[src/hw/rtl/mtf_pkg.sv]
// ----------------------------------------------------------------------------
// mtf_pkg
// Shared types and constants for the move-to-front disk stack.
// ----------------------------------------------------------------------------
package mtf_pkg;

   // stack geometry
   localparam int DEPTH       = 64;
   localparam int DEPTH_W     = $clog2(DEPTH);

   // field widths
   localparam int DISK_W      = 7;
   localparam int POS_W       = 6;
   localparam int PRIOR_W     = 6;

   // disk count after reset
   localparam logic [DISK_W-1:0] DISK_COUNT_RESET = DISK_W'(64);

   // opcodes
   localparam logic OP_ACCESS = 1'b0;
   localparam logic OP_READ   = 1'b1;

   // request word
   typedef struct packed {
      logic              opcode;
      logic [DISK_W-1:0] disk;
      logic [POS_W-1:0]  position;
   } req_word_type;

   // response word
   typedef struct packed {
      logic [PRIOR_W-1:0] prior_depth;
      logic [DISK_W-1:0]  entry_value;
      logic               invalid;
   } rsp_word_type;

   // per-cell control
   typedef struct packed {
      logic refill;
      logic shift;
   } cell_ctrl_type;

endpackage

[src/hw/rtl/move_to_front_stack.sv]
// ----------------------------------------------------------------------------
// move_to_front_stack
// Move-to-front stack of disk numbers built from a row of compare cells.
// ----------------------------------------------------------------------------
// Takes one word per clock: busy never rises, and each word's response
// appears on rsp_word with rsp_valid high in the cycle after start was
// sampled. rsp_valid is high for that one cycle only and the receiver cannot
// hold it off, so each response must be taken in the cycle it appears.
// An access word compares the disk with every stack place at once; the hit
// place and the places above it take their upper neighbour's entry and the
// top takes the disk, so the whole move is done in the cycle the word is
// taken. A read word selects one place. A write of csr_wdata refills the
// stack with 1..count in the same cycle (counts above the stack depth are
// clipped) and should only be issued while no response is pending.
// ----------------------------------------------------------------------------
module move_to_front_stack (
   input  logic                          clock,
   input  logic                          reset,
   input  logic                          start,
   output logic                          busy,
   input  mtf_pkg::req_word_type         req_word,
   output logic                          rsp_valid,
   output mtf_pkg::rsp_word_type         rsp_word,
   input  logic                          csr_wen,
   input  logic [mtf_pkg::DISK_W-1:0]    csr_wdata
);
   import mtf_pkg::*;

   logic                  accept;
   logic [DISK_W-1:0]     count_ff;
   logic [DISK_W-1:0]     count_in;
   logic [DISK_W-1:0]     fill_count;
   logic [DISK_W-1:0]     entries [DEPTH];
   logic [DEPTH-1:0]      match_vec;
   logic [DEPTH-1:0]      hit_vec;
   logic [DEPTH-1:0]      shift_vec;
   logic                  hit_any;
   logic                  do_access;
   logic [PRIOR_W-1:0]    hit_depth;
   logic [DISK_W-1:0]     read_value;
   logic                  pos_ok;
   logic                  rsp_valid_ff;
   rsp_word_type          rsp_word_ff;
   rsp_word_type          rsp_word_in;

   // busy is tied low, so the request side never stalls
   assign busy   = 1'b0;
   assign accept = start && !busy;

   // count in use, clipped to the stack depth
   always_comb begin
      fill_count = csr_wdata;
      if (int'(csr_wdata) > DEPTH) begin
         fill_count = DISK_W'(DEPTH);
      end
      if (reset) begin
         fill_count = DISK_COUNT_RESET;
         if (int'(DISK_COUNT_RESET) > DEPTH) begin
            fill_count = DISK_W'(DEPTH);
         end
      end
      count_in = count_ff;
      if (reset || csr_wen) begin
         count_in = fill_count;
      end
   end

   always_ff @(posedge clock) begin
      count_ff <= count_in;
   end

   // a hit needs a non-zero disk, empty places hold zero
   assign do_access = accept && (req_word.opcode == OP_ACCESS);
   assign hit_vec   = (req_word.disk != '0) ? match_vec : '0;
   assign hit_any   = |hit_vec;

   // a place shifts when the hit lies at or below it
   always_comb begin
      for (int k = 0; k < DEPTH; k++) begin
         shift_vec[k] = do_access && |(hit_vec >> k);
      end
   end

   // row of cells, each fed by its upper neighbour, the top by the disk
   for (genvar i = 0; i < DEPTH; i++) begin : g_cell
      cell_ctrl_type     ctrl;
      logic [DISK_W-1:0] fill_value;
      logic [DISK_W-1:0] upper_value;

      assign ctrl.refill = reset || csr_wen;
      assign ctrl.shift  = shift_vec[i];
      assign fill_value  = (i < int'(fill_count)) ? DISK_W'(i + 1) : '0;

      if (i == 0) begin : g_top
         assign upper_value = req_word.disk;
      end else begin : g_rest
         assign upper_value = entries[i-1];
      end

      mtf_cell u_cell (
         .clock       (clock),
         .ctrl        (ctrl),
         .fill_value  (fill_value),
         .upper_value (upper_value),
         .probe_disk  (req_word.disk),
         .entry       (entries[i]),
         .match       (match_vec[i])
      );
   end

   // depth of the hit, at most one place matches
   always_comb begin
      hit_depth = '0;
      for (int i = 0; i < DEPTH; i++) begin
         if (hit_vec[i]) begin
            hit_depth = hit_depth | PRIOR_W'(i);
         end
      end
   end

   // read selection
   always_comb begin
      read_value = '0;
      for (int i = 0; i < DEPTH; i++) begin
         if (i == int'(req_word.position)) begin
            read_value = entries[i];
         end
      end
   end

   assign pos_ok = int'(req_word.position) < int'(count_ff);

   // response word
   always_comb begin
      rsp_word_in = '0;
      if (req_word.opcode == OP_ACCESS) begin
         rsp_word_in.invalid = !hit_any;
         if (hit_any) begin
            rsp_word_in.prior_depth = hit_depth;
         end
      end else begin
         rsp_word_in.invalid = !pos_ok;
         if (pos_ok) begin
            rsp_word_in.entry_value = read_value;
         end
      end
   end

   always_ff @(posedge clock) begin
      if (reset) begin
         rsp_valid_ff <= 1'b0;
      end else begin
         rsp_valid_ff <= accept;
      end
   end

   always_ff @(posedge clock) begin
      if (accept) begin
         rsp_word_ff <= rsp_word_in;
      end
   end

   assign rsp_valid = rsp_valid_ff;
   assign rsp_word  = rsp_word_ff;

`ifndef SYNTHESIS
   // every accepted word gives a response next cycle
   a_rsp_follows: assert property (@(posedge clock) disable iff (reset)
      accept |=> rsp_valid)
      else $error("response missing after accepted word");

   // disks in the stack are distinct
   a_single_hit: assert property (@(posedge clock) disable iff (reset)
      $past(!reset) |-> $onehot0(hit_vec))
      else $error("disk found at more than one place");

   // an invalid response reports depth zero
   a_invalid_depth: assert property (@(posedge clock) disable iff (reset)
      rsp_valid && rsp_word.invalid |-> rsp_word.prior_depth == '0)
      else $error("invalid response with non-zero depth");

   // a refill puts disk one on top when the count is non-zero
   a_refill_top: assert property (@(posedge clock) disable iff (reset)
      csr_wen && (csr_wdata != '0) |=> entries[0] == DISK_W'(1))
      else $error("refill left wrong top entry");
`endif

endmodule

[src/hw/rtl/mtf_cell.sv]
// ----------------------------------------------------------------------------
// mtf_cell
// One stack place: holds a disk number, compares it with the broadcast disk
// and takes its upper neighbour's entry when the stack shifts down.
// ----------------------------------------------------------------------------
module mtf_cell (
   input  logic                          clock,
   input  mtf_pkg::cell_ctrl_type        ctrl,
   input  logic [mtf_pkg::DISK_W-1:0]    fill_value,
   input  logic [mtf_pkg::DISK_W-1:0]    upper_value,
   input  logic [mtf_pkg::DISK_W-1:0]    probe_disk,
   output logic [mtf_pkg::DISK_W-1:0]    entry,
   output logic                          match
);
   import mtf_pkg::*;

   logic [DISK_W-1:0] entry_ff;
   logic [DISK_W-1:0] entry_in;

   // refill wins over a shift
   always_comb begin
      entry_in = entry_ff;
      if (ctrl.refill) begin
         entry_in = fill_value;
      end else if (ctrl.shift) begin
         entry_in = upper_value;
      end
   end

   always_ff @(posedge clock) begin
      entry_ff <= entry_in;
   end

   // compare with the broadcast disk
   assign match = (entry_ff == probe_disk);
   assign entry = entry_ff;

endmodule

[config.mk]
export PLATFORM = sky130hd
export DESIGN_NAME = move_to_front_stack
export DESIGN_NICKNAME = d
export VERILOG_FILES = /design/src/hw/rtl/mtf_pkg.sv /design/src/hw/rtl/move_to_front_stack.sv /design/src/hw/rtl/mtf_cell.sv
export SDC_FILE = /design/constraint.sdc
export NUM_CORES = 1
export LEC_CHECK = 0
export BUFFER_PORTS_ARGS = -buffer_cell sky130_fd_sc_hd__clkbuf_2
export CORE_AREA = 2 2 274 330
export DETAILED_ROUTE_END_ITERATION = 10
export DIE_AREA = 0 0 276 332
export GPL_ROUTABILITY_DRIVEN = 0
export PLACE_DENSITY = 0.46
export SYNTH_ARGS = -nofsm -noshare
export SYNTH_HDL_FRONTEND = slang
export SYNTH_SLANG_ARGS = --single-unit
[constraint.sdc]
create_clock -name clock -period 3.95 [get_ports clock]
set_input_delay 0.395 -clock clock [delete_from_list [all_inputs] [get_ports clock]]
set_output_delay 0.395 -clock clock [all_outputs]
set_load 0.02 [all_outputs]
==> results of run 1 <==
[power breakdown]
group	switching [mW]	internal, mW
clock network	2.15	2.78
logic	1.78	1.11
registers	0.789	6.24
total	4.73	10.1
[stage by stage]
step                worst slack (ps)  instances  utilization [%]
finish                         399.3       4259            39.34
global placement               25.80       4160            37.44
detailed placement             17.05       4160            37.44
global route                   292.8       4259            39.34
CTS                            423.9       4259            39.34
floorplan                      689.9       2979                -
[cell usage after synthesis (12+ instances only)]
cell type | count | area share (%)
edfxtp_1 | 469 | 46
xor2_1 | 374 | 11
and2_1 | 264 | 5.4
a21o_1 | 176 | 4.3
nand2_1 | 151 | 1.8
o21ai_0 | 144 | 2.3
a21oi_1 | 136 | 2.2
clkbuf_1 | 126 | 1.5
nor2_1 | 120 | 1.5
nor3_1 | 104 | 1.7
nand3_1 | 91 | 1.5
xnor2_1 | 75 | 2.1
nor4_1 | 62 | 1.3
o22ai_1 | 46 | 0.94
mux2i_1 | 43 | 1.4
mux2_2 | 35 | 1.3
inv_1 | 34 | 0.41
nand4_1 | 33 | 0.67
a31oi_1 | 31 | 0.63
buf_2 | 30 | 0.49
buf_6 | 30 | 1.1
nor2b_1 | 21 | 0.43
o21ai_1 | 21 | 0.34
buf_1 | 20 | 0.24
buf_4 | 20 | 0.49
o211ai_1 | 19 | 0.46
o221ai_1 | 19 | 0.54
a211oi_1 | 17 | 0.41
o31ai_1 | 17 | 0.41
a22oi_1 | 14 | 0.34
nand2b_1 | 14 | 0.28
o21a_1 | 13 | 0.32
a221oi_1 | 12 | 0.34
mux4_2 | 12 | 0.88
[sequential cells by signal, summed over array words and instances, names as in the netlist]
| register | cells |
|---|---|
| count_ff | 7 |
| rsp_valid | 1 |
| rsp_word | 14 |
| g_cell.u_cell.entry | 448 |
[routing by layer]
layer | vias up | global-route usage (%)
li1 | 11120 | -
met2 | 1479 | 45.14
met4 | 8 | 14.92
met5 | - | 0
met3 | 404 | 4.263
met1 | 12960 | 35.59
[worst max path at each step]
stage          slack (ps)  depth (start not counted)                                        to
2_1_floorplan         690                         10  g_cell[39].u_cell.entry[0]$_SDFFCE_PN0P_
3_3_place_gp           30                         13   g_cell[2].u_cell.entry[5]$_SDFFCE_PN0P_
3_5_place_dp           20                         11   g_cell[7].u_cell.entry[4]$_SDFFCE_PN0P_
4_1_cts               420                         10       g_cell[2].u_cell.entry[0]$_DFFE_PP_
5_1_grt               290                         10   g_cell[2].u_cell.entry[4]$_SDFFCE_PN0P_
6_report              400                         10   g_cell[2].u_cell.entry[4]$_SDFFCE_PN0P_
[cell type report]
type | count | area [um^2] | area share, %
clock buffers | 58 | 1345 | 3.860
clock inverters | 41 | 340.3 | 0.9766
inverters | 38 | 142.6 | 0.4093
multi-input cells | 2241 | 15350 | 44.05
flip-flops and latches | 470 | 14100 | 40.47
well taps | 1159 | 1450 | 4.161
repair buffers | 252 | 2116 | 6.072
[critical path: stages (launching register included)]
cell and delay [ps]:
edfxtp_1 500, xor2_1 180, nor3_1 210, nand4_1 110, o31ai_1 650, nor4_2 180
a31oi_1 500, nor3_1 160, buf_4 220, o211ai_1 280, buf_4 270
[logic make-up after synthesis]
group	count (synthesis)
and+or+nand+nor	941
buffers and inverters	268
muxes	90
other	1
AOI/OAI and AO/OA	755
DFF	470
adders and majority gates	5
xor gates and xnor gates	449
==> reports/metrics.csv, run 1 <==
metric;value;unit
Finish-stage setup viols;0;
PwrDens;426.4;mW/mm^2
startpoint types;flip-flop;
TritonRoute pass-1 iters;10;
WHS;109.9;ps
Worst-path clk slew;60;ps
via/cell ratio;6.098;
ys flop type;edfxtp_1;
worst hold path depth;2;
FP Rows;120;
main combinational cell family by area after synthesis;simple AND/OR/NAND/NOR gates;
WL met2;60370;um
crit path from;g_cell[56].u_cell.entry[4]$_DFFE_PP_;
Die W;276;um
period utilization;89.89;%
crit path time final;3551;ps
hold buffers post-CTS;0;
Crit. End Element;flip-flop;
worst vdd rail ir drop;0.2976;mV
hpwl dp;97450;um
EDFF count, synth;469;
max_cap viols;0;
clk_skew;36.27;ps
Worst Setup Path Type;reg2reg;
grt total ovfl;0;
crit path DAT;3890;ps
RSZ-0062 raised after global routing;false;
synth warn;0;
clk buf depth;3;
Mapped Avg Cell Area;10.32;um^2
DRC errors left;2;
detailed-route via count;25970;
fmax;0.2816;GHz
FFs w/ async S/R, synth;0;%
vias in the first global route;25750;
worst flop-to-flop path endpoint;g_cell[2].u_cell.entry[4]$_SDFFCE_PN0P_;
fraction of the mapped netlist area in adder cells;0.2034;%
post-synthesis mux area share;3.560;%
compound-cell area share of the yosys netlist;16.26;%
Total Nets Final;3086;
die height;332;um
Starting Density;34.72;%
first-pass GRT wire length;186900;um
FF-to-FF setup slack;400;ps
P&R area growth vs syn;13.31;%
Worst Hold Endpoint;rsp_valid$_SDFF_PP0_;
Routed WL;130200;um
cts repair resizes;0;
Antenna Cells;0;
I/O pins;41;
fillers;8845;
Yosys reg bits;470;
total CTS buffers;53;
initial antenna violation count;8;
core area;0.08859;mm^2
port buffer count;39;
Worst R2R Start;g_cell[56].u_cell.entry[4]$_DFFE_PP_;
Mapped Cells;2979;
required time of the critical path;4290;ps
postcts setup bufs;0;
top sig layer;met5;
latest clock arrival within the worst-skew pair;650;ps
post-synthesis simple-gate area fraction;16.83;%
metal1 wirelength;51320;um
worst-margin pin slew;1305;ps
slew margin rel.;11.84;%
Mapped Area;0.03075;mm^2
most common cell after layout, fill and taps aside;edfxtp_1;
xor/xnor share of the synthesized area;12.79;%
layout cells sized above 1;13.68;%
die area;0.09163;mm^2
most frequent cells in the layout;edfxtp_1 (469), xor2_1 (374), and2_1 (264);
Unique masters post-synth;94;
Setup TNS;0;ps
Placed Area;0.03316;mm^2
Final Max Slew Viols;0;
Root Driver;clkbuf_16;
H-tree Lvls;2;
CTS tree;done;
clock sinks;470;
outcome;finished, violations left;
CP max FO;7;
hold path startpoint;reset;
largest net degree at the start of global routing;151;
total global-route track usage;27.76;%
post-synth net total;3009;
r2r worst-path depth;10;
Wirelength per Cell;30.57;um
remaining antenna violation count after routing;0;
HP Class;in2reg;
number of hold violations in the final report;0;
total power draw;14.86;mW
leakage power;13.44;nW
DRT iter0 DRCs;3293;
violated checks;design-rule violations;
fin area;0.03485;mm^2
sequential area share after synthesis;45.86;%
met3 WL;10240;um
(Power assumes the default switching activity.)
==> inputs of run 2 (changes only) <==
- ABC_AREA: unset -> 1
- CORE_AREA: 2 2 274 330 -> 2 2 268 323
- DIE_AREA: 0 0 276 332 -> 0 0 270 325
- HOLD_SLACK_MARGIN: unset -> 0.12
==> run 2 against run 1 <==
- highest routed layer unchanged
- routed wire length is 11% lower
- the flow finishes with violations (negative setup slack)
- count of clock-buffer cells in the layout shrank 1
- via count up 1.8%
- combinational power is essentially flat
- sequential share of layout area shrank 2.0 points
- global-route usage fell by 1.6 points
- hold slack better by 130 ps
- final area up 5.1%
- maximum frequency decreased by 17%
- sequential cell count is the same
==> reports/metrics.csv, run 2 <==
metric;value;unit
outcome;finished, violations left;
violated checks;negative setup slack;
Finish-stage setup viols;7;
total global-route track usage;26.19;%
worst vdd rail ir drop;0.2833;mV
most frequent cells in the layout;nand2_1 (833), nor2_1 (553), inv_1 (544);
port buffer count;39;
post-synth net total;3688;
Final Max Slew Viols;0;
period utilization;108.5;%
crit path time final;4287;ps
crit path max-delay cell type;edfxtp_1;
Mapped Cells;3658;
final worst-path setup slack;-336.9;ps
I/O pins;41;
Mapped Area;0.02941;mm^2
Total Nets Final;4130;
number of hold violations in the final report;0;
total CTS buffers;52;
Crit. End Element;flip-flop;
clock sinks;470;
P&R area growth vs syn;24.54;%
worst-margin pin slew;1096;ps
initial antenna violation count;3;
Starting Density;34.82;%
most frequent CP cell;nand4_1;
vias in the first global route;26270;
RSZ-0062 raised after global routing;true;
synth warn;0;
CP max FO;2;
FFs w/ async S/R, synth;0;%
core area;0.08447;mm^2
most frequent cells after synthesis;nand2_1 (847), nor2_1 (566), inv_1 (546), edfxtp_1 (469), xnor2_1 (214);
Worst Setup Path Type;reg2reg;
latest clock arrival within the worst-skew pair;630;ps
Routed WL;116100;um
PwrDens;401.5;mW/mm^2
Yosys reg bits;470;
DRT iter0 DRCs;2394;
share of the synthesized area in the top cell type;47.88;%
clk_skew;14.32;ps
slew margin rel.;26.94;%
grt total ovfl;0;
max reg flops;448;
detailed-route via count;26430;
EDFF count, synth;469;
first-pass GRT wire length;172100;um
WHS;236.9;ps
largest net degree at the start of global routing;189;
most numerous cell in the Yosys netlist;nand2_1;
DRC errors left;0;
Mapped Avg Cell Area;8.041;um^2
max incr delay on CP;450;ps
most common cell after layout, fill and taps aside;nand2_1;
CTS tree;done;
crit path DAT;4670;ps
Die W;270;um
startpoint types;flip-flop;
die height;325;um
ys flop type;edfxtp_1;
TritonRoute pass-1 iters;8;
max_cap viols;0;
FP Rows;117;
largest area contributor in the netlist;edfxtp_1;
leakage power;15.74;nW
remaining antenna violation count after routing;0;
H-tree Lvls;2;
Root Driver;clkbuf_16;
via/cell ratio;5.015;
hpwl dp;88740;um
clk buf depth;3;
HP Class;in2reg;
required time of the critical path;4340;ps
Unique masters post-synth;44;
Synth area leaders;edfxtp_1 (48%), nand2_1 (11%), nor2_1 (7.2%);
sequential area share after synthesis;47.95;%
Wirelength per Cell;22.03;um
total power draw;14.71;mW
fmax;0.2333;GHz
layout cells sized above 1;16.50;%
die area;0.08775;mm^2
Worst-path clk slew;70;ps
==> run 2: worst max-delay path: cells and delay by family, from the launching register on <==
family | cells | cell delay [ps]
AO/OA/AOI/OAI | 1 | 90
AND/OR/NAND/NOR | 32 | 3460
buffers and inverters | 1 | 40
flip-flops | 1 | 450
==> run 2: area by class of cell <==
type | instances | area, um^2
Clock buffer | 57 | 1341
Fill cell | 8601 | 47840
Inverter | 561 | 2118
Timing Repair Buffer | 517 | 4298
Tap cell | 1130 | 1414
Antenna cell | 1 | 2.502
Multi-Input combinational cell | 2498 | 12930
Clock inverter | 37 | 426.7
Sequential cell | 470 | 14100
==> run 2: logic make-up (layout without fill, tap and decap cells) <==
family | count (synthesis) | after routing | share of synthesized area (%)
other | 1 | 2 | 0.01275
XOR/XNOR | 386 | 386 | 11.49
adder cells (fa/ha/maj) | 5 | 5 | 0.2127
AND/OR/NAND/NOR | 1785 | 1785 | 25.51
buffers and inverters | 690 | 1172 | 9.163
AO/OA/AOI/OAI | 321 | 321 | 5.658
flip-flops | 470 | 470 | 47.95
==> run 2: repair_timing <==
item	CTS	global route
hold endpoints to repair	1	0
endpoints found under the setup margin	8	70
setup buffers	2	3
hold buffers	2	0
gates resized for setup	35	33
pin swaps	3	8
==> run 2: worst paths after layout <==
| check | from | endpoint | slack (ps) | cells after the start |
|---|---|---|---|---|
| worst min-delay path | csr_wdata[4] | count_ff[4]$_DFFE_PN_ | 240 | 3 |
| worst max register to register | g_cell[0].u_cell.entry[1]$_SDFFCE_PN0P_ | rsp_word[2]$_SDFFCE_PP0P_ | -340 | 34 |
| worst max-delay path | g_cell[0].u_cell.entry[1]$_SDFFCE_PN0P_ | rsp_word[2]$_SDFFCE_PP0P_ | -340 | 34 |
| worst min register to register | g_cell[50].u_cell.entry[4]$_DFFE_PP_ | g_cell[51].u_cell.entry[4]$_DFFE_PP_ | 600 | 2 |
==> run 2: through the flow <==
| stage | area (um^2) | TNS (ps) | setup WS [ps] | instances | utilization (%) |
|---|---|---|---|---|---|
| 2_1_floorplan | 29420 | 0 | 7.123 | 3658 | - |
| 3_5_place_dp | 34510 | -36770 | -800.4 | 5169 | 40.86 |
| 3_3_place_gp | 34510 | -40290 | -755.8 | 5169 | 40.86 |
| 4_1_cts | 36460 | -1769 | -325.6 | 5267 | 43.16 |
| 5_1_grt | 36630 | -4509 | -734.0 | 5270 | 43.36 |
| 6_report | 36630 | -1658 | -336.9 | 5271 | 43.37 |
==> run 2: report_power, final <==
part           leakage [nW]  internal, mW  switching, mW
Combinational          10.0          1.14           1.73
Clock                 0.852          3.04           2.22
Sequential             4.89          6.10          0.472
==> run 2: layer usage <==
metal  GRT usage [%]  part of all wire [%]  vias to the layer above
li1                -                     -                    12670
met1           34.26                    42                    12730
met2           44.80                    48                      861
met3           3.115                   5.9                      177
met4           8.744                   3.5                        2
met5               0                0.0077                        -
